`config.mk`:
```
export PLATFORM = sky130hd
export DESIGN_NAME = i2c_master_event_sequencer
export DESIGN_NICKNAME = d
export VERILOG_FILES = /design/src/hw/rtl/i2cms_pkg.sv /design/src/hw/rtl/i2c_master_event_sequencer.sv /design/src/hw/rtl/i2cms_front.sv /design/src/hw/rtl/i2cms_job_fifo.sv /design/src/hw/rtl/i2cms_back.sv
export SDC_FILE = /design/constraint.sdc
export NUM_CORES = 1
export LEC_CHECK = 0
export ABC_AREA = 1
export BUFFER_PORTS_ARGS = -buffer_cell sky130_fd_sc_hd__buf_4
export CAP_MARGIN = 20
export CELL_PAD_IN_SITES_DETAIL_PLACEMENT = 0
export CELL_PAD_IN_SITES_GLOBAL_PLACEMENT = 1
export CORE_MARGIN = 2
export CORE_UTILIZATION = 45
export CTS_CLUSTER_DIAMETER = 50
export DETAILED_ROUTE_END_ITERATION = 16
export PLACE_DENSITY = 0.74
export SYNTH_ARGS = -nofsm -noshare
export SYNTH_HDL_FRONTEND = slang
export SYNTH_SLANG_ARGS = --single-unit
```
`constraint.sdc`:
```
create_clock -name clk_i -period 6.3 [get_ports clk_i]
set_input_delay 0.945 -clock clk_i [delete_from_list [all_inputs] [get_ports clk_i]]
set_output_delay 0.945 -clock clk_i [all_outputs]
set_load 0.02 [all_outputs]
```
`src/hw/rtl/i2cms_pkg.sv`:
```
// ----------------------------------------------------------------------------
// i2cms_pkg
// Shared types and codes for the i2c master event sequencer.
// ----------------------------------------------------------------------------
`timescale 1ns / 1ps
`default_nettype none

package i2cms_pkg;

  // input item kinds
  localparam logic [1:0] KIND_SEND  = 2'd0;
  localparam logic [1:0] KIND_RECV  = 2'd1;
  localparam logic [1:0] KIND_EVENT = 2'd2;
  localparam logic [1:0] KIND_ERROR = 2'd3;

  // result actions
  localparam logic [2:0] ACT_STATUS  = 3'd0;
  localparam logic [2:0] ACT_START   = 3'd1;
  localparam logic [2:0] ACT_STOP    = 3'd2;
  localparam logic [2:0] ACT_WRITE   = 3'd3;
  localparam logic [2:0] ACT_DELIVER = 3'd4;
  localparam logic [2:0] ACT_SET_ACK = 3'd5;
  localparam logic [2:0] ACT_NOTIFY  = 3'd6;
  localparam logic [2:0] ACT_CLR_ADDR = 3'd7;

  // notify codes
  localparam logic [7:0] NTF_TX_DONE   = 8'd0;
  localparam logic [7:0] NTF_RX_DONE   = 8'd1;
  localparam logic [7:0] NTF_STOP_DET  = 8'd2;
  localparam logic [7:0] NTF_ERR_BASE  = 8'd3;
  localparam logic [7:0] NTF_SLAVE_REQ = 8'd8;
  localparam logic [7:0] NTF_SLAVE_RCV = 8'd9;

  // status flag bit positions
  localparam int unsigned FLG_SB    = 0;
  localparam int unsigned FLG_ADDR  = 1;
  localparam int unsigned FLG_BTF   = 2;
  localparam int unsigned FLG_STOPF = 3;
  localparam int unsigned FLG_TXE   = 4;
  localparam int unsigned FLG_RXNE  = 5;
  localparam int unsigned FLG_BERR  = 6;
  localparam int unsigned NUM_ERR_FLAGS = 5;

  // transfer modes
  localparam logic [1:0] MODE_READY   = 2'd0;
  localparam logic [1:0] MODE_BUSY_RX = 2'd1;
  localparam logic [1:0] MODE_BUSY_TX = 2'd2;

  localparam int unsigned NUM_SLOTS = 12;
  localparam int unsigned JOB_DEPTH = 2;

  typedef struct packed {
    logic [1:0]  kind;
    logic [6:0]  slave_addr;
    logic [7:0]  length;
    logic        keep_bus;
    logic [10:0] event_flags;
    logic        is_master;
    logic        is_transmitter;
    logic [7:0]  tx_byte;
    logic [7:0]  rx_byte;
  } in_item_t;

  typedef struct packed {
    logic [2:0] action;
    logic [7:0] value;
    logic       last;
  } out_item_t;

  typedef struct packed {
    logic [2:0] action;
    logic [7:0] value;
  } slot_t;

  // one classified item: fixed result slots in emission order
  typedef struct packed {
    logic [NUM_SLOTS-1:0]        valid;
    slot_t [NUM_SLOTS-1:0]       slots;
  } job_t;

endpackage

`default_nettype wire

```
`src/hw/rtl/i2c_master_event_sequencer.sv`:
```
// ----------------------------------------------------------------------------
// i2c_master_event_sequencer
// Interrupt-driven i2c master transfer sequencer, queue-style ports both sides.
// ----------------------------------------------------------------------------
// Items (begin send, begin receive, event interrupt, error interrupt) enter
// through push/full and the resulting bus actions leave through empty/pop,
// oldest first, with last marking the final beat of each item. An item is
// taken in the cycle it is pushed whenever the two-entry job queue has room,
// so items may arrive back to back; the front updates the transfer state at
// that edge and files the item's actions as one job. The back drains jobs at
// one result beat per clock while pop keeps up, with no bubble between jobs;
// an item gives zero to eight results, the most for an event that closes a
// single-byte receive. Items with no results are not filed as a job. The
// output register lets a new item be taken while a finished beat still
// waits for pop. ack_enable may be rewritten only while the block is idle;
// it resets to 1.
// ----------------------------------------------------------------------------
`timescale 1ns / 1ps
`default_nettype none

module i2c_master_event_sequencer #(
  parameter int unsigned COUNT_WIDTH = 8
) (
  input  wire logic                 clk_i,
  input  wire logic                 rst_ni,
  // item side
  input  wire logic                 push,
  output logic                      full,
  input  wire i2cms_pkg::in_item_t  item_i,
  // result side
  output logic                      empty,
  input  wire logic                 pop,
  output i2cms_pkg::out_item_t      result_o,
  // ack_enable register
  input  wire logic                 cfg_we_i,
  input  wire logic                 cfg_wdata_i
);

  // front to queue
  i2cms_pkg::job_t job_in;
  logic            job_push;
  logic            job_full;

  // queue to back
  i2cms_pkg::job_t job_out;
  logic            job_valid;
  logic            job_pop;

  // state keeper and classifier: one item per clock into the queue while it has room
  i2cms_front #(
    .COUNT_WIDTH (COUNT_WIDTH)
  ) u_front (
    .clk_i       (clk_i),
    .rst_ni      (rst_ni),
    .push_i      (push),
    .item_i      (item_i),
    .full_o      (full),
    .cfg_we_i    (cfg_we_i),
    .cfg_wdata_i (cfg_wdata_i),
    .job_o       (job_in),
    .job_push_o  (job_push),
    .job_full_i  (job_full)
  );

  // decouples item acceptance from result drain
  i2cms_job_fifo u_fifo (
    .clk_i   (clk_i),
    .rst_ni  (rst_ni),
    .wr_i    (job_push),
    .wdata_i (job_in),
    .full_o  (job_full),
    .rd_i    (job_pop),
    .valid_o (job_valid),
    .rdata_o (job_out)
  );

  // result serializer, one beat per clock unless pop stalls
  i2cms_back u_back (
    .clk_i       (clk_i),
    .rst_ni      (rst_ni),
    .job_valid_i (job_valid),
    .job_i       (job_out),
    .job_pop_o   (job_pop),
    .empty_o     (empty),
    .pop_i       (pop),
    .result_o    (result_o)
  );

endmodule

`default_nettype wire

```
`src/hw/rtl/i2cms_front.sv`:
```
// ----------------------------------------------------------------------------
// i2cms_front
// Accepts items, steps the transfer state and classifies each item into a job.
// ----------------------------------------------------------------------------
`timescale 1ns / 1ps
`default_nettype none

module i2cms_front #(
  parameter int unsigned COUNT_WIDTH = 8
) (
  input  wire logic               clk_i,
  input  wire logic               rst_ni,
  input  wire logic               push_i,
  input  wire i2cms_pkg::in_item_t item_i,
  output logic                    full_o,
  input  wire logic               cfg_we_i,
  input  wire logic               cfg_wdata_i,
  output i2cms_pkg::job_t         job_o,
  output logic                    job_push_o,
  input  wire logic               job_full_i
);

  // slot positions within a job
  localparam int unsigned S_SB     = 0;
  localparam int unsigned S_ADDR_ACK = 1;
  localparam int unsigned S_ADDR_CLR = 2;
  localparam int unsigned S_BTF_STOP = 3;
  localparam int unsigned S_BTF_NTF  = 4;
  localparam int unsigned S_STOPF  = 5;
  localparam int unsigned S_TXE    = 6;
  localparam int unsigned S_RX_ACK = 7;
  localparam int unsigned S_RX_DATA = 8;
  localparam int unsigned S_RX_STOP = 9;
  localparam int unsigned S_RX_ACK1 = 10;
  localparam int unsigned S_RX_NTF  = 11;

  logic                   ack_en_q;
  logic [1:0]             mode_q, mode_d;
  logic [COUNT_WIDTH-1:0] left_q, left_d;
  logic [COUNT_WIDTH-1:0] rx_total_q, rx_total_d;
  logic [6:0]             peer_q, peer_d;
  logic                   hold_q, hold_d;
  logic                   ev_on_q, ev_on_d;
  logic                   buf_on_q, buf_on_d;
  logic                   err_on_q, err_on_d;

  logic        accept;
  logic [10:0] fl;
  logic        ev, bufen;

  assign accept = push_i && !job_full_i;
  assign full_o = job_full_i;
  assign fl     = item_i.event_flags;
  assign ev     = ev_on_q;
  assign bufen  = buf_on_q;

  function automatic i2cms_pkg::slot_t mk(logic [2:0] act, logic [7:0] val);
    i2cms_pkg::slot_t s;
    s.action = act;
    s.value  = val;
    return s;
  endfunction

  always_comb begin
    mode_d     = mode_q;
    left_d     = left_q;
    rx_total_d = rx_total_q;
    peer_d     = peer_q;
    hold_d     = hold_q;
    ev_on_d    = ev_on_q;
    buf_on_d   = buf_on_q;
    err_on_d   = err_on_q;
    job_o      = '0;

    unique case (item_i.kind) inside
      i2cms_pkg::KIND_SEND, i2cms_pkg::KIND_RECV: begin
        if (mode_q != i2cms_pkg::MODE_BUSY_RX && mode_q != i2cms_pkg::MODE_BUSY_TX) begin
          left_d = COUNT_WIDTH'(item_i.length);
          if (item_i.kind == i2cms_pkg::KIND_RECV) begin
            mode_d     = i2cms_pkg::MODE_BUSY_RX;
            rx_total_d = COUNT_WIDTH'(item_i.length);
          end else begin
            mode_d = i2cms_pkg::MODE_BUSY_TX;
          end
          peer_d   = item_i.slave_addr;
          hold_d   = item_i.keep_bus;
          ev_on_d  = 1'b1;
          buf_on_d = 1'b1;
          err_on_d = 1'b1;
          job_o.valid[0] = 1'b1;
          job_o.slots[0] = mk(i2cms_pkg::ACT_START, 8'd0);
        end
        job_o.valid[1] = 1'b1;
        job_o.slots[1] = mk(i2cms_pkg::ACT_STATUS, {6'd0, mode_q});
      end

      i2cms_pkg::KIND_EVENT: begin
        // address byte with r/w bit
        if (ev && fl[i2cms_pkg::FLG_SB]) begin
          if (mode_q == i2cms_pkg::MODE_BUSY_TX) begin
            job_o.valid[S_SB] = 1'b1;
            job_o.slots[S_SB] = mk(i2cms_pkg::ACT_WRITE, {peer_q, 1'b0});
          end else if (mode_q == i2cms_pkg::MODE_BUSY_RX) begin
            job_o.valid[S_SB] = 1'b1;
            job_o.slots[S_SB] = mk(i2cms_pkg::ACT_WRITE, {peer_q, 1'b1});
          end
        end
        if (ev && fl[i2cms_pkg::FLG_ADDR]) begin
          // single-byte receive drops ack before address clear
          if (item_i.is_master && mode_q == i2cms_pkg::MODE_BUSY_RX &&
              rx_total_q == COUNT_WIDTH'(1)) begin
            job_o.valid[S_ADDR_ACK] = 1'b1;
            job_o.slots[S_ADDR_ACK] = mk(i2cms_pkg::ACT_SET_ACK, 8'd0);
          end
          job_o.valid[S_ADDR_CLR] = 1'b1;
          job_o.slots[S_ADDR_CLR] = mk(i2cms_pkg::ACT_CLR_ADDR, 8'd0);
        end
        // transmit close
        if (ev && fl[i2cms_pkg::FLG_BTF] && mode_q == i2cms_pkg::MODE_BUSY_TX &&
            fl[i2cms_pkg::FLG_TXE] && left_q == '0) begin
          if (!hold_q) begin
            job_o.valid[S_BTF_STOP] = 1'b1;
            job_o.slots[S_BTF_STOP] = mk(i2cms_pkg::ACT_STOP, 8'd0);
          end
          job_o.valid[S_BTF_NTF] = 1'b1;
          job_o.slots[S_BTF_NTF] = mk(i2cms_pkg::ACT_NOTIFY, i2cms_pkg::NTF_TX_DONE);
          buf_on_d = 1'b0;
          ev_on_d  = 1'b0;
          mode_d   = i2cms_pkg::MODE_READY;
          left_d   = '0;
        end
        if (ev && fl[i2cms_pkg::FLG_STOPF]) begin
          job_o.valid[S_STOPF] = 1'b1;
          job_o.slots[S_STOPF] = mk(i2cms_pkg::ACT_NOTIFY, i2cms_pkg::NTF_STOP_DET);
        end
        if (ev && bufen && fl[i2cms_pkg::FLG_TXE]) begin
          if (item_i.is_master) begin
            if (mode_d == i2cms_pkg::MODE_BUSY_TX && left_d != '0) begin
              job_o.valid[S_TXE] = 1'b1;
              job_o.slots[S_TXE] = mk(i2cms_pkg::ACT_WRITE, item_i.tx_byte);
              left_d = left_d - COUNT_WIDTH'(1);
            end
          end else if (item_i.is_transmitter) begin
            job_o.valid[S_TXE] = 1'b1;
            job_o.slots[S_TXE] = mk(i2cms_pkg::ACT_NOTIFY, i2cms_pkg::NTF_SLAVE_REQ);
          end
        end
        if (ev && bufen && fl[i2cms_pkg::FLG_RXNE]) begin
          if (item_i.is_master) begin
            if (mode_d == i2cms_pkg::MODE_BUSY_RX) begin
              if (rx_total_q != '0) begin
                // ack drop at two bytes left
                if (rx_total_q != COUNT_WIDTH'(1) && left_d == COUNT_WIDTH'(2)) begin
                  job_o.valid[S_RX_ACK] = 1'b1;
                  job_o.slots[S_RX_ACK] = mk(i2cms_pkg::ACT_SET_ACK, 8'd0);
                end
                job_o.valid[S_RX_DATA] = 1'b1;
                job_o.slots[S_RX_DATA] = mk(i2cms_pkg::ACT_DELIVER, item_i.rx_byte);
                if (left_d != '0) begin
                  left_d = left_d - COUNT_WIDTH'(1);
                end
              end
              // receive close
              if (left_d == '0) begin
                if (!hold_q) begin
                  job_o.valid[S_RX_STOP] = 1'b1;
                  job_o.slots[S_RX_STOP] = mk(i2cms_pkg::ACT_STOP, 8'd0);
                end
                if (ack_en_q) begin
                  job_o.valid[S_RX_ACK1] = 1'b1;
                  job_o.slots[S_RX_ACK1] = mk(i2cms_pkg::ACT_SET_ACK, 8'd1);
                end
                job_o.valid[S_RX_NTF] = 1'b1;
                job_o.slots[S_RX_NTF] = mk(i2cms_pkg::ACT_NOTIFY, i2cms_pkg::NTF_RX_DONE);
                buf_on_d   = 1'b0;
                ev_on_d    = 1'b0;
                mode_d     = i2cms_pkg::MODE_READY;
                left_d     = '0;
                rx_total_d = '0;
              end
            end
          end else if (!item_i.is_transmitter) begin
            job_o.valid[S_RX_ACK] = 1'b1;
            job_o.slots[S_RX_ACK] = mk(i2cms_pkg::ACT_NOTIFY, i2cms_pkg::NTF_SLAVE_RCV);
          end
        end
      end

      default: begin
        // error flags, one notify each, lowest bit first
        if (err_on_q) begin
          for (int i = 0; i < int'(i2cms_pkg::NUM_ERR_FLAGS); i++) begin
            if (fl[int'(i2cms_pkg::FLG_BERR) + i]) begin
              job_o.valid[i] = 1'b1;
              job_o.slots[i] = mk(i2cms_pkg::ACT_NOTIFY,
                                  i2cms_pkg::NTF_ERR_BASE + 8'(i));
            end
          end
        end
      end
    endcase
  end

  assign job_push_o = accept && (job_o.valid != '0);

  always_ff @(posedge clk_i or negedge rst_ni) begin
    if (!rst_ni) begin
      ack_en_q   <= 1'b1;
      mode_q     <= i2cms_pkg::MODE_READY;
      left_q     <= '0;
      rx_total_q <= '0;
      peer_q     <= '0;
      hold_q     <= 1'b0;
      ev_on_q    <= 1'b0;
      buf_on_q   <= 1'b0;
      err_on_q   <= 1'b0;
    end else begin
      if (cfg_we_i) begin
        ack_en_q <= cfg_wdata_i;
      end
      if (accept) begin
        mode_q     <= mode_d;
        left_q     <= left_d;
        rx_total_q <= rx_total_d;
        peer_q     <= peer_d;
        hold_q     <= hold_d;
        ev_on_q    <= ev_on_d;
        buf_on_q   <= buf_on_d;
        err_on_q   <= err_on_d;
      end
    end
  end

endmodule

`default_nettype wire

```
`src/hw/rtl/i2cms_job_fifo.sv`:
```
// ----------------------------------------------------------------------------
// i2cms_job_fifo
// Short queue of classified jobs between the front and back parts.
// ----------------------------------------------------------------------------
`timescale 1ns / 1ps
`default_nettype none

module i2cms_job_fifo (
  input  wire logic             clk_i,
  input  wire logic             rst_ni,
  input  wire logic             wr_i,
  input  wire i2cms_pkg::job_t  wdata_i,
  output logic                  full_o,
  input  wire logic             rd_i,
  output logic                  valid_o,
  output i2cms_pkg::job_t       rdata_o
);

  localparam int unsigned PW = $clog2(i2cms_pkg::JOB_DEPTH);

  i2cms_pkg::job_t mem [i2cms_pkg::JOB_DEPTH];
  logic [PW-1:0] wp_q, rp_q;
  logic [PW:0]   cnt_q;
  logic          do_wr, do_rd;

  assign full_o  = cnt_q == (PW+1)'(i2cms_pkg::JOB_DEPTH);
  assign valid_o = cnt_q != '0;
  assign rdata_o = mem[rp_q];
  assign do_wr   = wr_i && !full_o;
  assign do_rd   = rd_i && valid_o;

  always_ff @(posedge clk_i) begin
    if (do_wr) begin
      mem[wp_q] <= wdata_i;
    end
  end

  always_ff @(posedge clk_i or negedge rst_ni) begin
    if (!rst_ni) begin
      wp_q  <= '0;
      rp_q  <= '0;
      cnt_q <= '0;
    end else begin
      if (do_wr) begin
        wp_q <= (wp_q == PW'(i2cms_pkg::JOB_DEPTH - 1)) ? '0 : wp_q + PW'(1);
      end
      if (do_rd) begin
        rp_q <= (rp_q == PW'(i2cms_pkg::JOB_DEPTH - 1)) ? '0 : rp_q + PW'(1);
      end
      if (do_wr && !do_rd) begin
        cnt_q <= cnt_q + (PW+1)'(1);
      end else if (do_rd && !do_wr) begin
        cnt_q <= cnt_q - (PW+1)'(1);
      end
    end
  end

endmodule

`default_nettype wire

```
`src/hw/rtl/i2cms_back.sv`:
```
// ----------------------------------------------------------------------------
// i2cms_back
// Walks each job's valid slots, one result beat per cycle while pop keeps up.
// ----------------------------------------------------------------------------
`timescale 1ns / 1ps
`default_nettype none

module i2cms_back (
  input  wire logic             clk_i,
  input  wire logic             rst_ni,
  input  wire logic             job_valid_i,
  input  wire i2cms_pkg::job_t  job_i,
  output logic                  job_pop_o,
  output logic                  empty_o,
  input  wire logic             pop_i,
  output i2cms_pkg::out_item_t  result_o
);

  localparam int unsigned N = i2cms_pkg::NUM_SLOTS;

  logic [N-1:0]                 mask_q, mask_d;
  i2cms_pkg::slot_t [N-1:0]     slots_q;
  logic                         out_valid_q;
  i2cms_pkg::out_item_t         out_q;

  logic [N-1:0]      pick, rest, mask_after;
  i2cms_pkg::slot_t  sel;
  logic              issue, load;

  // lowest pending slot
  assign pick = mask_q & (~mask_q + N'(1));
  assign rest = mask_q & ~pick;

  always_comb begin
    sel = '0;
    for (int i = 0; i < int'(N); i++) begin
      if (pick[i]) begin
        sel = slots_q[i];
      end
    end
  end

  assign issue      = (mask_q != '0) && (!out_valid_q || pop_i);
  assign mask_after = issue ? rest : mask_q;
  assign load       = (mask_after == '0) && job_valid_i;
  assign mask_d     = load ? job_i.valid : mask_after;
  assign job_pop_o  = load;
  assign empty_o    = !out_valid_q;
  assign result_o   = out_q;

  always_ff @(posedge clk_i) begin
    if (load) begin
      slots_q <= job_i.slots;
    end
    if (issue) begin
      out_q.action <= sel.action;
      out_q.value  <= sel.value;
      out_q.last   <= rest == '0;
    end
  end

  always_ff @(posedge clk_i or negedge rst_ni) begin
    if (!rst_ni) begin
      mask_q      <= '0;
      out_valid_q <= 1'b0;
    end else begin
      mask_q <= mask_d;
      if (issue) begin
        out_valid_q <= 1'b1;
      end else if (pop_i) begin
        out_valid_q <= 1'b0;
      end
    end
  end

endmodule

`default_nettype wire

```
Yosys cells after proc, flatten, opt, wreduce, memory -nomap -nowiden
Memory sizes are Yosys's and may differ from the RTL's.
Index checks and enable logic that the tools add are counted.
- register bits: 191
- memory bits (writable): 288
- input port bits: 53
- output and inout port bits: 14
- logic and storage cells: 248
- memories: 1
- add/sub/neg operators: 7
- equality and inequality tests: 18
- mux-type cells: 131
- bitwise gates (word level): 4
- reduce and logical (&&, ||, !) cells: 46
- memory list (name ; depth ; width ; read ports ; clocked after Yosys merged registers in ; write ports ; RTL line ; RTL):
    u_fifo.mem ; 2 ; 144 ; 1 ; 0 ; 1 ; i2cms_job_fifo.sv:21 ; i2cms_pkg::job_t mem [i2cms_pkg::JOB_DEPTH];
- operators with widths (operator ; number):
    11-bit 2-to-1 mux ; 27
    8-bit 2-to-1 mux ; 23
    55-bit 2-to-1 mux ; 3
    77-bit 2-to-1 mux ; 1
    22-bit 2-to-1 mux ; 3
    33-bit case mux with 2 select lines ; 1
    44-bit 2-to-1 mux ; 1
    22-bit case mux with 2 select lines ; 1
    10-bit 2-to-1 mux ; 4
    1-bit 2-to-1 mux ; 37
    33-bit 2-to-1 mux ; 1
    8-bit case mux with 2 select lines ; 2
    2-bit 2-to-1 mux ; 13
    12-bit AND ; 2
    12-bit logical NOT ; 2
    12-bit 2-to-1 mux ; 2
    12-bit inverter ; 2
    12-bit nonzero test ; 2
    8-bit nonzero test ; 3
    1-bit logical AND ; 23
    8-bit logical NOT ; 2
    8-bit by 1-bit subtractor with 8-bit output, second input constant ; 2
    5-bit 2-to-1 mux ; 3
    12-bit by 1-bit adder with 12-bit output, second input constant ; 1
    24 further kinds ; 45

Logic depth before layout (Yosys ltp)
Gate-level depths: netlist (run 1).
- depth after elaboration: 32
- depth in mapped cells: 28
- mapped depth without buffers: 28

By module
A second synthesis (run 1) with hierarchy kept.
- cell total of the unflattened synthesis: 1827
- area, all modules: 20355.8 sq um
- modules (own cells, without submodules) (module ; instances ; cells an instance ; area an instance (sq um) ; seq. area each (sq um)):
    i2cms_job_fifo ; 1 ; 783 ; 10656.5 ; 8748.4
    i2cms_back ; 1 ; 521 ; 6292.3 ; 4649.5
    i2cms_front ; 1 ; 523 ; 3407.0 ; 752.0

Worst setup path after synthesis (run 1)
No wires, ideal clock.
- kind: input-to-reg
- start point: in item_i[22] (netlist name)
- end point: mem u_fifo.mem[1][0] (netlist name) (enable)
- setup time: 0.462 ns
- arrival time: 5.086 ns
- data required time: 5.838 ns
- path slack: 0.753 ns
- stages: 19
- buffers on the path: 0
- cells stage by stage: nand3_2 -> nor2_2 -> nand3_4 -> nand2_1 -> nand2_1 -> inv_1 -> ha_1 -> inv_1 -> nor2_1 -> inv_1 -> nor2_2 -> nand3_2 -> nand3_1 -> nand2_2 -> nor2_4 -> nand3_2 -> nand2_1 -> nand2_1 -> nor2_1
- word-level cells in the longest chain between the ends: 28
- elaborated cells on any way between the ends: 45
- classes of those cells: 2 x add/sub; 3 x eq/ne; 29 x mux; 11 x reduce/logical
- RTL lines (what ; RTL line ; RTL):
    start, declared ; i2c_master_event_sequencer.sv:29 ; input wire i2cms_pkg::in_item_t item_i,
    branches (longest 23 deep; another with 8-bit by 1-bit subtractor with 8-bit output) ; -- ;
    12-bit nonzero test * ; i2cms_front.sv:204 ; assign job_push_o = accept && (job_o.valid != '0);
    1-bit logical AND * ; i2cms_front.sv:204 ;
    1-bit logical AND * ; i2cms_job_fifo.sv:29 ; assign do_wr = wr_i && !full_o;
    1-bit 2-to-1 mux * ; i2cms_job_fifo.sv:33 ; if (do_wr) begin
    1-bit 2-to-1 mux (implied by the code) * ; i2cms_job_fifo.sv:34 ; mem[wp_q] <= wdata_i;
    end, declared ; i2cms_job_fifo.sv:21 ;
Every way passes the cells marked *. The select of a mux whose other input is x is not followed.

Worst setup path in the final report (run 1)
- start point: reg u_front.left_q[0]
- end point: mem u_fifo.mem[0][134] (netlist name) (enable)
- word-level cells in the longest chain between the ends: 28
- elaborated cells on any way between the ends: 44
- classes of those cells: 2 x add/sub; 3 x eq/ne; 29 x mux; 10 x reduce/logical
- RTL lines (what ; RTL line ; RTL):
    start, declared ; i2cms_front.sv:39 ; logic [COUNT_WIDTH-1:0] left_q, left_d;
    start signal, assigned ; i2cms_front.sv:223 ; left_q <= left_d;
    branches (longest 23 deep; another with 8-bit by 1-bit subtractor with 8-bit output) ; -- ;
    12-bit nonzero test * ; i2cms_front.sv:204 ;
    1-bit logical AND * ; i2cms_front.sv:204 ;
    1-bit logical AND * ; i2cms_job_fifo.sv:29 ;
    1-bit 2-to-1 mux * ; i2cms_job_fifo.sv:33 ;
    1-bit 2-to-1 mux (implied by the code) * ; i2cms_job_fifo.sv:34 ;
Marks and branches as above.

==> flow_summary.toml, run 1 <==
[outcome]
status = "finished clean"

[clock_network]
cts_setup_buffers = 0
cts_hold_buffers = 0
h-tree-depth = 1
ctsResizeCount = 0
cts.clk_slew.worst_paths_ns = 0.06
ctsRootBufferMaster = "clkbuf_16"
numCtsBuffers = 25
cts_buffer_depth = 3
cts_tree = "built"
cts.sinks = 213
clk-insertion-delay-late_ns = 0.52

[timing]
slew_viol_final = 0
finalHoldViolations = 0
fin_ws_ns = 1.875
relSlewSlack_pct = 32.60
timing.fmax_mhz = 226.0
tightestPinTransition_ns = 1.007
setup_viol = 0
fin_setup_tns_ns = 0
fin_crit_sh_pct = 70.24
rsz0062_at_grt = "no"
post-route-min-period_ns = 4.425
clock_skew_ns = 0.01037

[cells_and_area]
layout_common_cells = "nand2_1 (318), edfxtp_1 (166), inv_1 (102)"
drive_above_1_share_pct = 16.59
layout.nets = 1115
area_delta_synth_final_pct = 16.57
diodes = 0
mostFrequentLayoutCell = "nand2_1"

[placement]
place_congestion = 0.9069
hpwlAfterDp_um = 16050
portBuffers = 66
post-place-ws_ns = 1.558

[floorplanning]
die_x_um = 151.2
rows = 53
die_area_um2 = 22850
boundaryPins = 67
die_h_um = 151.2
core_um2 = 21150
initial_utilization_pct = 46.08

[global_route]
antenna_found_initial = 0
track_usage_pct = 20.63
grt_pass1_vias = 6584
grt_max_degree = 55
overflow = 0
grt_pass1_wl_um = 35490

[setup_path]
critPathRequiredTime_ns = 6.49
arrival_ns = 4.61
end_kind = "register"
crit_fanout = 31
critical_path_class = "register to register"
reg2reg_from = "u_front.left_q[0]"
startpoint_type = "register"
r2r_end = "u_fifo.mem[0][134]"
reg2regPathDepth = 24
r2r_slack_ns = 1.87

[yosys]
ys.flop_type = "edfxtp_1"
synth_adder_area_share_pct = 0.8986
synth_xor_area_share_pct = 0.1797
synth_mux_area_share_pct = 1.232
syn_avg_cell_area_um2 = 9.997
synth_top_family_by_area = "simple AND/OR/NAND/NOR gates"
synth_area_um2 = 9747
synthSimpleGateAreaFrac_pct = 23.66
yosys_warnings = 0
seq_area_frac_synth_pct = 63.22
syn_nets = 1035
synth-edff-count = 166
ys_types = 48
yosys_register_bits = 213
synth_compound_area_share_pct = 5.610
ys_async_sr_fraction_pct = 22.07
synth_cells = 975

[min_path]
hold_path.startpoint = "u_front.rx_total_q[7]"
hold_path_end = "u_front.rx_total_q[7]"
worstHoldPathCells = 2
worstHoldPathType = "register to register"

[pwr]
leakagePower_nw = 4.943
power_density_nw_per_um2 = 475.1
worst_ir_drop_vdd_v = 0.0002826

[drt]
drt-vias-per-instance = 4.981
route.detailed.drc = 0
met1_length_um = 9648
via_count = 6714
post_drt_wl_per_cell_um = 16.60
wl_met2_um = 11230
routed_wl_um = 22380
ant_nets = 0
drt-initial-drc-count = 418
firstDrtPassIters = 5
wl_met3_um = 829
dr.max_layer_used = "met4"

[flow_run]
drv_cap = 0
[Yosys cell counts, types with 6 or more instances]
library cell / instances / share of area [%]
nand2_2: 13 / 0.83
nand4_1: 10 / 0.64
mux2_2: 8 / 0.92
nor3_1: 6 / 0.31
inv_2: 6 / 0.23
ha_1: 7 / 0.90
nand3_2: 10 / 1.0
nand3_1: 48 / 2.5
clkbuf_1: 18 / 0.69
edfxtp_1: 166 / 51
nor2_4: 6 / 0.69
nor2_1: 89 / 3.4
inv_1: 103 / 4.0
dfrtp_1: 46 / 12
o21ai_0: 35 / 1.8
nor2_2: 8 / 0.51
nand2_1: 318 / 12
a21oi_1: 17 / 0.87
[how the worst max path moves through the flow]
| stage | cells past startpoint | to | startpoint |
|---|---|---|---|
| after detailed placement | 21 | u_fifo.mem[0][20] | item_i[22] |
| after global routing | 23 | u_fifo.mem[0][134] | u_front.mode_q[0] |
| after global placement | 21 | u_fifo.mem[0][2] | item_i[22] |
| final | 24 | u_fifo.mem[0][134] | u_front.left_q[0] |
| after CTS | 24 | u_fifo.mem[0][20] | u_front.left_q[0] |
| after floorplan | 19 | u_fifo.mem[1][0] | item_i[22] |
[cells by family (layout without fill, tap and decap cells)]
family / count (synthesis) / in the layout
XOR/XNOR: 2 / 2
AO/OA/AOI/OAI: 88 / 88
multiplexers: 11 / 11
buffers and inverters: 132 / 230
flip-flops: 213 / 213
adder cells (fa/ha/maj): 7 / 7
AND/OR/NAND/NOR: 522 / 522
[sequential cells by signal (all words and copies together), names as in the netlist]
signal              cells
u_front.left_q          8
u_front.rx_total_q      8
u_front.err_on_q        1
u_fifo.wp_q             1
u_back.out_valid_q      1
u_back.slots_q         50
u_back.mask_q          12
u_front.mode_q          2
u_fifo.cnt_q            2
u_front.buf_on_q        1
u_front.hold_q          1
u_front.ev              1
u_front.ack_en_q        1
u_fifo.rp_q             1
u_fifo.mem            104
u_front.peer_q          7
u_back.result_o        12
[final cells by class]
| class | count | area [µm²] |
|---|---|---|
| Clock buffer | 28 | 636.9 |
| Clock inverter | 17 | 140.1 |
| Fill cell | 1932 | 9792 |
| Inverter | 112 | 420.4 |
| Multi-Input combinational cell | 630 | 3085 |
| Sequential cell | 213 | 6162 |
| Tap cell | 275 | 344.1 |
| Timing Repair Buffer | 73 | 573.1 |
[where the power goes]
group          leakage (nW)  internal [mW]  switching (mW)  total (mW)
clock                 0.368          0.775           0.572        1.35
sequential             2.14           2.14           0.216        2.36
combinational          2.44          0.527            1.16        1.69
[layer usage]
layer / up-vias / GRT usage, %
met5: - / 0
met4: 0 / 6.355
met3: 36 / 2.982
met2: 129 / 36.32
met1: 3155 / 26.47
li1: 3394 / -
[worst max-delay path: stages (launching register included)]
cell	delay [ns]
dfrtp_1	0.38
inv_1	0.15
ha_1	0.26
nand2_1	0.08
nor2_2	0.13
nand2_2	0.09
nand3_4	0.12
inv_1	0.05
o21ai_1	0.07
nand2_1	0.11
inv_1	0.13
ha_1	0.16
inv_1	0.05
nor2_1	0.21
inv_1	0.10
nor2_2	0.12
nand3_2	0.15
nand3_1	0.17
nand2_2	0.08
nor2_4	0.14
nand3_2	0.13
nand2_1	0.11
nand3_1	0.10
inv_2	0.53
buf_4	0.43
[through the flow]
step                      hold WS [ns]  cell area (µm²)  total power, mW  cells  util [%]
after floorplan                 0.4419             9747            3.528    975         -
after global placement          0.4572            10570            4.064   1302     49.94
after detailed placement        0.4670            10570            4.089   1302     49.94
after CTS                       0.4801            11340            5.442   1347     53.62
after global routing            0.5034            11360            5.766   1348     53.71
final                           0.4744            11360            5.398   1348     53.71
No activity file was read; power rests on OpenSTA's default activity.
==> run 2: changes to the inputs <==
Clock period 6.3 ns to 4.2 ns, I/O delays scaled along.
==> run 2 against run 1 <==
Against the previous run:
- sequential share of layout area shrank 0.64 points
- clock power grew 53%
- cell area grew 1.2%
- flip-flop and latch count is the same
- wire length shrank 0.30%
- utilization grew 0.66 points
- global-route usage shrank 0.077 points
- cell count grew 0.74%
- sequential power grew 50%
- total power grew 52%
- setup slack lost 1.4 ns
- combinational power grew 55%
- largest cell class unchanged
==> flow_summary.toml, run 2 (same netlist as run 1, synthesis figures left out) <==
[global_route]
grt_max_degree = 55
antenna_found_initial = 0
grt_pass1_vias = 6711
overflow = 0
grt_pass1_wl_um = 35870
track_usage_pct = 20.55

[cells_and_area]
design_area_um2 = 11500
largest_register_ffs = 104
reg_top3 = "u_fifo.mem: 104 flops, u_back.slots_q: 50 flops"
regMostFlops = "u_fifo.mem"
layout.nets = 1124
area_delta_synth_final_pct = 18.00
layout_common_cells = "nand2_1 (318), edfxtp_1 (166), inv_1 (102)"
drive_above_1_share_pct = 17.82
mostFrequentLayoutCell = "nand2_1"
diodes = 0

[timing]
rsz0062_at_grt = "no"
post-route-min-period_ns = 3.758
fin_setup_tns_ns = 0
relSlewSlack_pct = 45.86
finalHoldViolations = 0
timing.fmax_mhz = 266.1
slew_viol_final = 0
clock_skew_ns = 0.01525
tightestPinTransition_ns = 0.7917
setup_viol = 0
hold_slack_ns = 0.1645
fin_crit_sh_pct = 89.48

[setup_path]
crit_fanout = 7
critical_path_buf_inv_count = 6
timing.critical_path.mode_cell = "inv_1"
reg2reg_from = "u_front.left_q[0]"
startpoint_type = "register"
arrival_ns = 4.15
critPathRequiredTime_ns = 4.59
critical_path.max_stage_delay_ns = 0.38
end_kind = "register"
critical_path_class = "register to register"
critPathSlowestCell = "dfrtp_1"
crit_family = "simple AND/OR/NAND/NOR gates"
worstSetupStartpoint = "u_front.left_q[0]"

[drt]
drt-initial-drc-count = 406
via_count = 6775
post_drt_wl_per_cell_um = 16.43
route.detailed.drc = 0
ant_nets = 0
drt-vias-per-instance = 4.989
routed_wl_um = 22310
firstDrtPassIters = 5

[outcome]
status = "finished clean"

[clock_network]
ctsRootBufferMaster = "clkbuf_16"
cts.sinks = 213
h-tree-depth = 1
numCtsBuffers = 26
clk-insertion-delay-late_ns = 0.52
cts_buffer_depth = 3
cts.clk_slew.worst_paths_ns = 0.06
cts_tree = "built"

[pwr]
power_density_nw_per_um2 = 713.6
p_total_mw = 8.207
worst_ir_drop_vdd_v = 0.0003674
leakagePower_nw = 5.026

[placement]
hpwlAfterDp_um = 16380
place_congestion = 0.9114
portBuffers = 66
placed_area_um2 = 10660

[floorplanning]
initial_utilization_pct = 46.08
boundaryPins = 67
die_area_um2 = 22850
core_um2 = 21150
die_x_um = 151.2
rows = 53
die_h_um = 151.2

[min_path]
worstHoldPathType = "primary input to asynchronous set/reset pin"

[flow_run]
drv_cap = 0
-- run 2: cell type report --
cell class                      instances  area (µm²)
Fill cell                            1904        9653
Sequential cell                       213        6163
Multi-Input combinational cell        630        3122
Clock buffer                           32       694.4
Timing Repair Buffer                   81       645.6
Inverter                              112       420.4
Tap cell                              275       344.1
Clock inverter                         15       111.4
-- run 2: worst register-to-register path, cell delays in order, from the launching register on --
cell     delay, ns
dfrtp_1       0.38
inv_1         0.12
ha_2          0.22
nand2_1       0.07
nor2_2        0.13
nand2_2       0.08
nand3_4       0.12
inv_1         0.05
o21ai_1       0.06
nand2_1       0.11
inv_1         0.13
ha_1          0.16
inv_1         0.07
nor2_4        0.13
inv_1         0.07
nor2_2        0.14
nand3_4       0.14
nand3_1       0.15
nand2_2       0.07
nor2_4        0.14
nand3_2       0.14
nand2_1       0.12
nand2_1       0.12
inv_1         0.09
ha_1          0.25
a21oi_1       0.12
o21ai_0       0.11
xor2_1        0.15
-- run 2: final timing paths --
kind                       cells after the start                end  slack, ns
max                                           27    u_fifo.cnt_q[1]       0.44
min                                            1   u_back.mask_q[6]       0.16
max reg2reg                                   27    u_fifo.cnt_q[1]       0.44
min reg2reg                                    2        u_fifo.wp_q       0.47
max in group asynchronous                      1  u_front.mode_q[0]       3.51
min in group clk_i                             2   u_front.ack_en_q       0.29
-- run 2: layer usage --
metal | share of wire (%) | wire length [µm] | GRT usage [%]
met5 | 0 | 0 | 0
met4 | 4.3 | 957 | 8.738
met3 | 4.4 | 980 | 2.922
met2 | 49 | 10940 | 35.07
met1 | 42 | 9439 | 26.35
-- run 2: stage by stage --
stage | util [%] | setup slack, ns | instances
after floorplan | - | 0.1390 | 975
after global placement | 50.38 | 0.2983 | 1311
after detailed placement | 50.38 | 0.2166 | 1311
after CTS | 54.19 | 0.2963 | 1358
after global routing | 54.37 | 0.02898 | 1358
final | 54.37 | 0.4419 | 1358
-- run 2: power breakdown --
part	internal (mW)	total (mW)	switching, mW
sequential	3.22	3.53	0.311
combinational	0.836	2.62	1.78
clock	1.24	2.06	0.826
-- run 2: timing repair --
action / 4_1_cts / 5_1_grt
resized for setup: 0 / 9
endpoints found under the setup margin: 0 / 78
hold endpoints to repair: 0 / 0
hold buffers: 0 / 0
setup buffers: 0 / 0
==> run 3: changes to the inputs <==
Settings changed: CORE_UTILIZATION 45 to 48, PLACE_DENSITY 0.74 to 0.78, RECOVER_POWER set to 50.
==> run 3 against run 2 <==
Against the previous run:
- the flow now finishes with violations (max-capacitance violations, max-slew violations)
- via count rose by 0.63%
- hold slack improved by 0.13 ns
- non-clock buffer count fell by 1
- first-iteration DRC count rose by 32%
- largest cell class unchanged
- maximum frequency fell by 0.71%
- sequential power rose by 1%
- count of clock-buffer cells in the layout did not move
- register-to-register slack got worse by 0.03 ns
- highest routed layer unchanged
==> flow_summary.toml, run 3 (same netlist as run 1, synthesis figures left out) <==
[outcome]
status = "finished with violations"
violations = "max-capacitance violations, max-slew violations"

[drt]
dr.max_layer_used = "met4"
wl_met2_um = 10740
ant_nets = 0
routed_wl_um = 22020
met1_length_um = 9620
drt-initial-drc-count = 534
route.detailed.drc = 0
drt-vias-per-instance = 5.050
post_drt_wl_per_cell_um = 16.31
wl_met3_um = 778
firstDrtPassIters = 4
via_count = 6818

[clock_network]
numCtsBuffers = 25
cts.clk_slew.worst_paths_ns = 0.06
ctsRootBufferMaster = "clkbuf_16"
cts_buffer_depth = 3
cts_hold_buffers = 0
cts_tree = "built"
cts.sinks = 213
cts_setup_buffers = 0
h-tree-depth = 1
clk-insertion-delay-late_ns = 0.50

[min_path]
worstHoldPathCells = 2
worstHoldPathType = "primary input to register"
hold_path.startpoint = "cfg_we_i"
hold_path_end = "u_front.ack_en_q"

[setup_path]
arrival_ns = 4.16
r2r_end = "u_fifo.cnt_q[1]"
r2r_slack_ns = 0.41
startpoint_type = "register"
reg2regPathDepth = 27
critPathRequiredTime_ns = 4.57
crit_fanout = 7
reg2reg_from = "u_front.left_q[1]"
critical_path_class = "register to register"
end_kind = "register"

[flow_run]
drv_cap = 1

[floorplanning]
die_h_um = 146.5
rows = 52
boundaryPins = 67
die_x_um = 146.5
core_um2 = 20100
initial_utilization_pct = 48.48
die_area_um2 = 21460

[cells_and_area]
largest_register_ffs = 104
layout.nets = 1122
diodes = 0
mostFrequentLayoutCell = "nand2_1"
reg_top3 = "u_fifo.mem: 104 flops, u_back.slots_q: 50 flops"
regMostFlops = "u_fifo.mem"
drive_above_1_share_pct = 15.56
layout_common_cells = "nand2_1 (320), edfxtp_1 (166), inv_1 (102)"
area_delta_synth_final_pct = 16.68

[placement]
portBuffers = 66
place_congestion = 0.9583
hpwlAfterDp_um = 15850

[timing]
hold_slack_ns = 0.2946
clock_skew_ns = 0.01179
relSlewSlack_pct = -97.91
fin_crit_sh_pct = 90.12
post-route-min-period_ns = 3.785
finalHoldViolations = 0
timing.fmax_mhz = 264.2
tightestPinTransition_ns = 2.969
slew_viol_final = 48
setup_viol = 0
fin_setup_tns_ns = 0
rsz0062_at_grt = "no"

[global_route]
grt_pass1_wl_um = 35200
antenna_found_initial = 0
overflow = 0
grt_max_degree = 48
track_usage_pct = 20.93
grt_pass1_vias = 6643

[pwr]
power_density_nw_per_um2 = 712.4
worst_ir_drop_vdd_v = 0.0005091
leakagePower_nw = 4.929
-- run 3: cell types whose count changed in the layout (fill, tap and decap cells not counted), sizes merged --
cell      delta
bufinv       +1
clkbuf      +20
inv          -1
buf         -21
clkinvlp     +2
clkinv       -4
-- run 3: worst max-delay path: stages, from the launching register on --
cell	delay (ns)
dfrtp_1	0.42
inv_1	0.10
ha_2	0.20
nand2_1	0.07
nor2_2	0.13
nand2_2	0.09
nand3_4	0.12
inv_1	0.05
o21ai_1	0.07
nand2_1	0.14
inv_2	0.11
ha_1	0.15
inv_1	0.07
nor2_4	0.13
inv_1	0.07
nor2_2	0.15
nand3_4	0.14
nand3_1	0.15
nand2_2	0.07
nor2_4	0.14
nand3_2	0.12
nand2_1	0.13
nand2_1	0.12
inv_1	0.09
ha_1	0.24
a21oi_1	0.11
o21ai_0	0.12
xor2_1	0.16
-- run 3: worst max path at each step --
stage                            from               end  slack, ns
floorplan           u_front.left_q[1]  u_fifo.mem[0][0]       0.14
detailed placement         item_i[22]   u_fifo.cnt_q[1]       0.28
global placement           item_i[22]   u_fifo.cnt_q[1]       0.34
global route         u_back.mask_q[1]   u_fifo.cnt_q[1]       0.01
finish              u_front.left_q[1]   u_fifo.cnt_q[1]       0.41
CTS                 u_front.mode_q[0]   u_fifo.cnt_q[1]       0.31
-- run 3: what timing repair did --
action	4_1_cts	5_1_grt
resized for setup	0	11
hold endpoints to repair	0	0
setup endpoints to repair	0	24
-- run 3: where the power goes --
group          internal, mW  switching, mW
logic                 0.749           1.72
registers              3.22          0.347
clock network          1.25          0.819
total                  5.21           2.89
-- run 3: area by class of cell --
class / instances / area, µm²
Multi-Input combinational cell: 630 / 3094
Fill cell: 1816 / 8732
Clock inverter: 13 / 143.9
Timing Repair Buffer: 80 / 550.5
Clock buffer: 32 / 661.9
Inverter: 112 / 420.4
Sequential cell: 213 / 6163
Tap cell: 270 / 337.8
-- run 3: metrics by stage --
stage,instance area (µm²),instances,setup WS (ns),utilization (%),power [mW]
after global routing,11370,1350,0.01062,56.57,8.635
final,11370,1350,0.4150,56.57,8.102
after global placement,10630,1305,0.3377,52.88,6.116
after CTS,11440,1350,0.3071,56.89,8.239
after detailed placement,10630,1305,0.2782,52.88,6.155
after floorplan,9754,975,0.1390,-,5.292
-- run 3: layer usage --
metal,vias to the layer above,global-route usage (%)
li1,3418,-
met1,3209,27.37
met2,148,35.83
met3,43,2.625
met4,0,8.155
met5,-,0
